==> config.mk <==
export PLATFORM = sky130hd
export DESIGN_NAME = integer_matrix_multiply
export DESIGN_NICKNAME = d
export VERILOG_FILES = /design/src/hw/rtl/imm_pkg.sv /design/src/hw/rtl/imm_store.sv /design/src/hw/rtl/integer_matrix_multiply.sv
export SDC_FILE = /design/constraint.sdc
export NUM_CORES = 2
export LEC_CHECK = 0
export BUFFER_PORTS_ARGS = -buffer_cell sky130_fd_sc_hd__buf_2
export CAP_MARGIN = 30
export CORE_ASPECT_RATIO = 2
export CORE_MARGIN = 1.5
export CORE_UTILIZATION = 35
export DETAILED_ROUTE_END_ITERATION = 6
export HOLD_SLACK_MARGIN = 0.06
export SYNTH_ARGS = -nofsm -noshare
export SYNTH_HDL_FRONTEND = slang
export SYNTH_SLANG_ARGS = --single-unit
==> constraint.sdc <==
create_clock -name clk -period 8.98 [get_ports clk]
set_input_delay 0.898 -clock clk [delete_from_list [all_inputs] [get_ports clk]]
set_output_delay 0.898 -clock clk [all_outputs]
set_load 0.005 [all_outputs]
==> src/hw/rtl/imm_pkg.sv <==
// Shared types and constants for the integer matrix multiply block.
package imm_pkg;

    // Default largest matrix dimension
    localparam int MAX_DIM_DEF = 8;

    // Field widths fixed by the interface
    localparam int IDX_W   = 3;
    localparam int ELEM_W  = 16;
    localparam int PROD_W  = 2 * ELEM_W;
    localparam int RESULT_W = 40;
    localparam int CFG_W   = 4;
    localparam int CFG_IDX_W = 2;

    // Request action codes
    localparam logic [1:0] ACT_WRITE_A = 2'd0;
    localparam logic [1:0] ACT_WRITE_B = 2'd1;
    localparam logic [1:0] ACT_RUN     = 2'd2;

    // Configuration register indexes
    localparam logic [CFG_IDX_W-1:0] REG_ROWS_A     = 2'd0;
    localparam logic [CFG_IDX_W-1:0] REG_SHARED_DIM = 2'd1;
    localparam logic [CFG_IDX_W-1:0] REG_COLS_B     = 2'd2;

    // One incoming request
    typedef struct packed {
        logic [1:0]              action;
        logic [IDX_W-1:0]        row_index;
        logic [IDX_W-1:0]        col_index;
        logic signed [ELEM_W-1:0] element_value;
    } imm_req_t;

    // One product element
    typedef struct packed {
        logic [IDX_W-1:0]           out_row;
        logic [IDX_W-1:0]           out_col;
        logic signed [RESULT_W-1:0] product_value;
        logic                       last_flag;
    } imm_result_t;

endpackage

==> src/hw/rtl/imm_store.sv <==
// Element storage for matrices A and B: one write port, registered reads.
module imm_store
    import imm_pkg::*;
#(
    parameter int MAX_DIM = MAX_DIM_DEF,
    localparam int DEPTH  = MAX_DIM * MAX_DIM,
    localparam int ADDR_W = (DEPTH > 1) ? $clog2(DEPTH) : 1
)
(
    input  logic                     clk,
    input  logic                     wr_en,
    input  imm_req_t                 wr_req,
    input  logic                     rd_en,
    input  logic [ADDR_W-1:0]        rd_a_addr,
    input  logic [ADDR_W-1:0]        rd_b_addr,
    output logic signed [ELEM_W-1:0] rd_a_data,
    output logic signed [ELEM_W-1:0] rd_b_data
);

    localparam int RAW_W = 2 * IDX_W;

    logic [ELEM_W-1:0] mem_a [DEPTH];
    logic [ELEM_W-1:0] mem_b [DEPTH];

    logic              in_range;
    logic [RAW_W-1:0]  wr_raw;
    logic [ADDR_W-1:0] wr_addr;
    logic              we_a;
    logic              we_b;

    // Address decode; writes outside the store are dropped
    assign in_range = ({1'b0, wr_req.row_index} < (IDX_W+1)'(MAX_DIM)) &&
                      ({1'b0, wr_req.col_index} < (IDX_W+1)'(MAX_DIM));
    assign wr_raw   = RAW_W'(wr_req.row_index) * RAW_W'(MAX_DIM) +
                      RAW_W'(wr_req.col_index);
    assign wr_addr  = wr_raw[ADDR_W-1:0];

    always_comb
    begin
        we_a = 1'b0;
        we_b = 1'b0;
        case (wr_req.action)
            ACT_WRITE_A: we_a = wr_en && in_range;
            ACT_WRITE_B: we_b = wr_en && in_range;
            default:
            begin
                we_a = 1'b0;
                we_b = 1'b0;
            end
        endcase
    end

    // Memory write and registered read
    always_ff @(posedge clk)
    begin
        if (we_a)
        begin
            mem_a[wr_addr] <= wr_req.element_value;
        end
        if (we_b)
        begin
            mem_b[wr_addr] <= wr_req.element_value;
        end
        if (rd_en)
        begin
            rd_a_data <= mem_a[rd_a_addr];
            rd_b_data <= mem_b[rd_b_addr];
        end
    end

endmodule

==> src/hw/rtl/integer_matrix_multiply.sv <==
// Signed integer matrix multiply: element loads, then a run emits A x B row-major.
// A load request leaves busy low, so the next request may follow at once.
// During a run busy is high; each dimension is capped at MAX_DIM.
// Each term is a memory read, one 16x16 multiply and one 40-bit accumulate through the
// single shared MAC; each element shows for one cycle on done; the receiver cannot stall it.
// Reset (rst_n, async low) sets all dimensions to 1; element stores are undefined until written.
module integer_matrix_multiply
    import imm_pkg::*;
#(
    parameter int MAX_DIM = MAX_DIM_DEF
)
(
    input  logic                 clk,
    input  logic                 rst_n,
    input  logic                 start,
    output logic                 busy,
    input  imm_req_t             request,
    output logic                 done,
    output imm_result_t          result,
    input  logic                 cfg_we,
    input  logic [CFG_IDX_W-1:0] cfg_index,
    input  logic [CFG_W-1:0]     cfg_data
);

    localparam int DEPTH  = MAX_DIM * MAX_DIM;
    localparam int ADDR_W = (DEPTH > 1) ? $clog2(DEPTH) : 1;
    localparam int DIM_W  = (MAX_DIM > 1) ? $clog2(MAX_DIM) : 1;
    localparam int CNT_W  = $clog2(MAX_DIM + 1);

    typedef enum logic [4:0] {
        ST_IDLE = 5'b00001,
        ST_READ = 5'b00010,
        ST_MUL  = 5'b00100,
        ST_ACC  = 5'b01000,
        ST_EMIT = 5'b10000
    } state_t;

    state_t state_reg, state_next;

    logic [CFG_W-1:0] rows_a_reg, shared_dim_reg, cols_b_reg;
    logic [CNT_W-1:0] nr_reg, nk_reg, nc_reg;
    logic [CNT_W-1:0] nr_next, nk_next, nc_next;
    logic [DIM_W-1:0] r_reg, c_reg, k_reg;
    logic [DIM_W-1:0] r_next, c_next, k_next;

    logic signed [PROD_W-1:0]   prod_reg;
    logic signed [RESULT_W-1:0] acc_reg;
    logic signed [ELEM_W-1:0]   a_data, b_data;

    logic              accept;
    logic              load_req;
    logic              run_req;
    logic              rd_en;
    logic [ADDR_W-1:0] rd_a_addr, rd_b_addr;
    logic              k_last, c_last, r_last;
    logic              acc_clear;

    function automatic logic [CNT_W-1:0] clamp_dim(input logic [CFG_W-1:0] d);
        logic [CNT_W-1:0] v;
        if (d > CFG_W'(MAX_DIM))
        begin
            v = CNT_W'(MAX_DIM);
        end
        else
        begin
            v = d[CNT_W-1:0];
        end
        return v;
    endfunction

    // Request decode
    assign accept   = start && !busy;
    assign load_req = accept && (request.action == ACT_WRITE_A ||
                                 request.action == ACT_WRITE_B);
    assign run_req  = accept && (request.action == ACT_RUN);

    // Configuration registers
    always_ff @(posedge clk or negedge rst_n)
    begin
        if (!rst_n)
        begin
            rows_a_reg     <= CFG_W'(1);
            shared_dim_reg <= CFG_W'(1);
            cols_b_reg     <= CFG_W'(1);
        end
        else if (cfg_we)
        begin
            case (cfg_index)
                REG_ROWS_A:     rows_a_reg     <= cfg_data;
                REG_SHARED_DIM: shared_dim_reg <= cfg_data;
                REG_COLS_B:     cols_b_reg     <= cfg_data;
                default:        ;
            endcase
        end
    end

    // Element stores
    imm_store #(
        .MAX_DIM (MAX_DIM)
    ) u_store (
        .clk       (clk),
        .wr_en     (load_req),
        .wr_req    (request),
        .rd_en     (rd_en),
        .rd_a_addr (rd_a_addr),
        .rd_b_addr (rd_b_addr),
        .rd_a_data (a_data),
        .rd_b_data (b_data)
    );

    // A[r][k] and B[k][c]
    assign rd_en     = (state_reg == ST_READ);
    assign rd_a_addr = ADDR_W'(r_reg) * ADDR_W'(MAX_DIM) + ADDR_W'(k_reg);
    assign rd_b_addr = ADDR_W'(k_reg) * ADDR_W'(MAX_DIM) + ADDR_W'(c_reg);

    // Loop end flags
    assign k_last = (CNT_W'(k_reg) + CNT_W'(1)) == nk_reg;
    assign c_last = (CNT_W'(c_reg) + CNT_W'(1)) == nc_reg;
    assign r_last = (CNT_W'(r_reg) + CNT_W'(1)) == nr_reg;

    // Sequencer
    always_comb
    begin
        state_next = state_reg;
        nr_next    = nr_reg;
        nk_next    = nk_reg;
        nc_next    = nc_reg;
        r_next     = r_reg;
        c_next     = c_reg;
        k_next     = k_reg;
        acc_clear  = 1'b0;
        case (state_reg)
            ST_IDLE:
            begin
                if (run_req)
                begin
                    nr_next   = clamp_dim(rows_a_reg);
                    nk_next   = clamp_dim(shared_dim_reg);
                    nc_next   = clamp_dim(cols_b_reg);
                    r_next    = '0;
                    c_next    = '0;
                    k_next    = '0;
                    acc_clear = 1'b1;
                    if (nr_next == '0 || nc_next == '0)
                    begin
                        state_next = ST_IDLE;
                    end
                    else if (nk_next == '0)
                    begin
                        state_next = ST_EMIT;
                    end
                    else
                    begin
                        state_next = ST_READ;
                    end
                end
            end
            ST_READ: state_next = ST_MUL;
            ST_MUL:  state_next = ST_ACC;
            ST_ACC:
            begin
                if (k_last)
                begin
                    state_next = ST_EMIT;
                end
                else
                begin
                    k_next     = k_reg + DIM_W'(1);
                    state_next = ST_READ;
                end
            end
            ST_EMIT:
            begin
                k_next    = '0;
                acc_clear = 1'b1;
                if (c_last)
                begin
                    c_next = '0;
                    r_next = r_reg + DIM_W'(1);
                end
                else
                begin
                    c_next = c_reg + DIM_W'(1);
                end
                if (c_last && r_last)
                begin
                    state_next = ST_IDLE;
                end
                else if (nk_reg == '0)
                begin
                    state_next = ST_EMIT;
                end
                else
                begin
                    state_next = ST_READ;
                end
            end
            default: state_next = ST_IDLE;
        endcase
    end

    always_ff @(posedge clk or negedge rst_n)
    begin
        if (!rst_n)
        begin
            state_reg <= ST_IDLE;
            nr_reg    <= '0;
            nk_reg    <= '0;
            nc_reg    <= '0;
            r_reg     <= '0;
            c_reg     <= '0;
            k_reg     <= '0;
        end
        else
        begin
            state_reg <= state_next;
            nr_reg    <= nr_next;
            nk_reg    <= nk_next;
            nc_reg    <= nc_next;
            r_reg     <= r_next;
            c_reg     <= c_next;
            k_reg     <= k_next;
        end
    end

    // Shared multiply-accumulate
    always_ff @(posedge clk)
    begin
        if (state_reg == ST_MUL)
        begin
            prod_reg <= a_data * b_data;
        end
        if (acc_clear)
        begin
            acc_reg <= '0;
        end
        else if (state_reg == ST_ACC)
        begin
            acc_reg <= acc_reg + {{(RESULT_W-PROD_W){prod_reg[PROD_W-1]}}, prod_reg};
        end
    end

    // Outputs
    assign busy                 = (state_reg != ST_IDLE);
    assign done                 = (state_reg == ST_EMIT);
    assign result.out_row       = IDX_W'(r_reg);
    assign result.out_col       = IDX_W'(c_reg);
    assign result.product_value = acc_reg;
    assign result.last_flag     = c_last && r_last;

    // Checks
    a_last_ends_run: assert property (@(posedge clk) disable iff (!rst_n)
        done && result.last_flag |=> !busy)
        else $error("run did not end after last element");

    a_more_keeps_busy: assert property (@(posedge clk) disable iff (!rst_n)
        done && !result.last_flag |=> busy)
        else $error("run ended before last element");

    a_row_in_range: assert property (@(posedge clk) disable iff (!rst_n)
        done |-> (CNT_W'(r_reg) < nr_reg) && (CNT_W'(c_reg) < nc_reg))
        else $error("product index outside dimensions");

    a_load_stays_idle: assert property (@(posedge clk) disable iff (!rst_n)
        load_req |=> !busy && !done)
        else $error("load request started a run");

endmodule

==> out/qor.yml <==
cells_and_area:
  layout-drive-gt1-share_pct: 23.9
  nNetsFinal: 5479
  area.growth.synth_to_final_pct: 12.5
  instances_no_fill: 8810
yosys:
  syn_inst: 4814
  synth.area.top_cells: "edfxtp_1 67%, mux4_2 16%, fa_1 5.6%, ha_1 1.6%, inv_1 1.2%"
  synth-seq-area-share_pct: 68.7
  synth.ff_latch_count: 2190
  syn_nets: 5235
  syn-cell-area_um2: 94800
  synth_edf_count: 2112
  synth_flop_cell: "edfxtp_1"
  yosys_warnings: 0
  yosys.area.top_type: "edfxtp_1"
  yosysUniqueCellTypes: 73
  synth_top_area_share_pct: 66.9
  ys_async_sr_fraction_pct: 1.74
  synth.avg_cell_area_um2: 19.7
route:
  first_pass_iters: 7
  ant_nets: 0
  drt_iter0_markers: 3494
  drc: 0
  via_per_inst: 5.12
  wire_per_inst_um: 27.2
  wirelength_um: 239000
  num_vias: 45112
power_and_ir_drop:
  power_frac_comb_pct: 7.3
  power_switching_w: 0.00463
  power_w: 0.0210
  p_clk_share_pct: 38.8
  vdd_drop_max_mv: 0.142
  p_int_w: 0.0164
  leakage_nw: 34.3
  power.density_nw_per_um2: 197
  seq_power_share_pct: 53.9
  switching_share_pct: 22.0
clock_tree:
  insertion_delay_ps: 860
  ctsHoldBuffers: 0
  clk_pin_slew_ps: 90
  htree_levels: 4
  cts_resized: 0
  cts_buffers: 188
  cts_tree: "done"
  clock_path_buffers: 4
  ctsRootBufferMaster: "clkbuf_16"
  cts_setup_buffers: 0
  cts_num_sinks: 2190
grt:
  grt.overflow.total: 0
  grt_max_degree: 115
  grt_use_total_pct: 17.4
  antenna_found_initial: 30
  grt_pass1_wl_um: 345000
  grt_pass1_vias: 49576
placed_design:
  placed_cells: 8403
  numPortBuffers: 82
  dp_hpwl_um: 164000
  gp_congestion: 0.867
setup_path:
  critPathSlowestCell: "edfxtp_1"
  critPathTopFamily: "adder cells"
  critPathLaunchType: "flip-flop"
  cp.required_ps: 9550
  crit_fanout: 16
  slowest_delay_ps: 790
  crit_type: "flip-flop to flip-flop"
  cp_num_buf_inv: 3
  critPathArrivalTime_ps: 7700
  crit_top_cell: "fa_1"
  end_kind: "flip-flop"
  path_cells: "nand2_1 -> fa_1 -> inv_1 -> fa_1 -> fa_1 -> fa_1 -> fa_1 -> inv_1 -> fa_1 -> inv_1 -> ha_1 -> and4_1 -> and3_1 -> o21ai_0 -> o21ai_0 -> a221oi_1 -> o21ai_0 -> nand4_1 -> nand4b_1 -> a21oi_1 -> xnor2_1"
timing:
  fin_crit_sh_pct: 79.4
  finalClockSkew_ps: 54.7
  fin_setup_tns_ps: 0
  rsz0062_at_grt: "false"
  fin_crit_ps: 7130
  max_freq_mhz: 140
  finalHoldViolCount: 0
  maxSlewHeadroom_pct: 24.7
  setup_violations: 0
  tightest_slew_ps: 1130
  maxSlewViolCount: 0
job:
  drv_cap: 0
die:
  die_w_um: 371
  dieArea_um2: 274000
  design.core.area_um2: 270000
  io_pins: 83
  rows: 270
  initial_core_util_pct: 35.1
  die_height_um: 739
outcome:
  outcome: "complete, no violations"
hold_path:
  hold_path_class: "primary input to async pin"
-- logic make-up after synthesis --
family	share of synthesized area [%]
flops	68.7
simple gates	3.43
mux	16.1
buf+inv	2.17
fa+ha+maj	7.19
compound gates	1.67
xor+xnor	0.720
-- power by group through the flow --
stage	registers (W)	logic (W)	clock network, W
floorplan	0.0115	0.00102	0
global placement	0.0116	0.00150	0
detailed placement	0.0116	0.00155	0
CTS	0.0113	0.00155	0.00832
global route	0.0113	0.00171	0.00864
finish	0.0113	0.00153	0.00816
-- worst reg2reg max path: cells and delay by family, from the launching register on --
kind	cells	cell delay, ps
AOI/OAI and AO/OA	5	1400
DFF	1	790
and+or+nand+nor	5	920
xor gates and xnor gates	1	140
adders and majority gates	7	3430
buffers and inverters	3	160
-- layer usage --
| metal | vias to the layer above | track usage [%] | part of all wire (%) |
|---|---|---|---|
| met3 | 400 | 1.93 | 3.3 |
| met2 | 1015 | 35.3 | 60 |
| met4 | 14 | 9.30 | 5.0 |
| li1 | 19428 | - | - |
| met5 | - | 0 | 0.039 |
| met1 | 24255 | 16.5 | 32 |
-- layout by cell type, fill, tap and decap left out, types with 26 or more instances in the layout --
| cell | count |
|---|---|
| edfxtp_1 | 2112 |
| mux4_2 | 669 |
| inv_1 | 308 |
| fa_1 | 263 |
| nand2_1 | 235 |
| buf_4 | 193 |
| nor2_1 | 190 |
| clkbuf_16 | 190 |
| and2_1 | 129 |
| ha_1 | 124 |
| a21oi_1 | 84 |
| diode_2 | 78 |
| o21ai_0 | 66 |
| buf_2 | 66 |
| xnor2_1 | 51 |
| dfxtp_1 | 40 |
| clkinv_1 | 39 |
| nand3_1 | 34 |
| clkbuf_1 | 32 |
| nand2b_1 | 28 |
| xor2_1 | 27 |
| dfrtp_1 | 27 |
| clkinv_2 | 26 |
-- through the flow --
stage | instance area [um2] | hold WS (ps) | utilization [%] | setup WS [ps]
floorplan | 94800 | 465 | - | 2830
global placement | 100000 | 463 | 37.2 | 1970
detailed placement | 100000 | 468 | 37.2 | 1850
CTS | 106000 | 172 | 39.4 | 1860
global route | 107000 | 233 | 39.5 | 1600
finish | 107000 | 179 | 39.5 | 1850
-- area by class of cell --
class,count,area [um2]
Sequential cell,2190,65200
Clock buffer,223,4890
Tap cell,3536,4420
Timing Repair Buffer,273,2100
Clock inverter,105,1080
Fill cell,23816,163000
Multi-Input combinational cell,2097,27600
Antenna cell,78,195
Inverter,308,1160
-- final timing paths --
check | to | depth (start not counted) | from | slack, ps
max | prod_reg[31] | 21 | u_store.rd_a_data[6] | 1850
max reg2reg | prod_reg[31] | 21 | u_store.rd_a_data[6] | 1850
min reg2reg | acc_reg[6] | 2 | acc_reg[6] | 470
min in group clk | u_store.mem_b[45][6] | 1 | request[6] | 350
max in group asynchronous | c_reg[0] | 1 | rst_n | 8110
min | rows_a_reg[3] | 1 | rst_n | 180
-- Yosys cell counts (9+ instances only) --
| library cell | number |
|---|---|
| edfxtp_1 | 2112 |
| mux4_2 | 669 |
| inv_1 | 308 |
| fa_1 | 263 |
| nand2_1 | 236 |
| nor2_1 | 190 |
| clkbuf_1 | 135 |
| and2_1 | 129 |
| ha_1 | 124 |
| a21oi_1 | 84 |
| o21ai_0 | 66 |
| buf_2 | 51 |
| xnor2_1 | 51 |
| dfxtp_1 | 40 |
| dfrtp_1 | 34 |
| nand3_1 | 34 |
| buf_1 | 29 |
| nand2b_1 | 28 |
| xor2_1 | 27 |
| a21o_1 | 24 |
| mux2_2 | 14 |
| a211oi_1 | 9 |
| and3_1 | 9 |
| nor3_1 | 9 |
| nor4_1 | 9 |
Power figures use the tool's default switching activity.
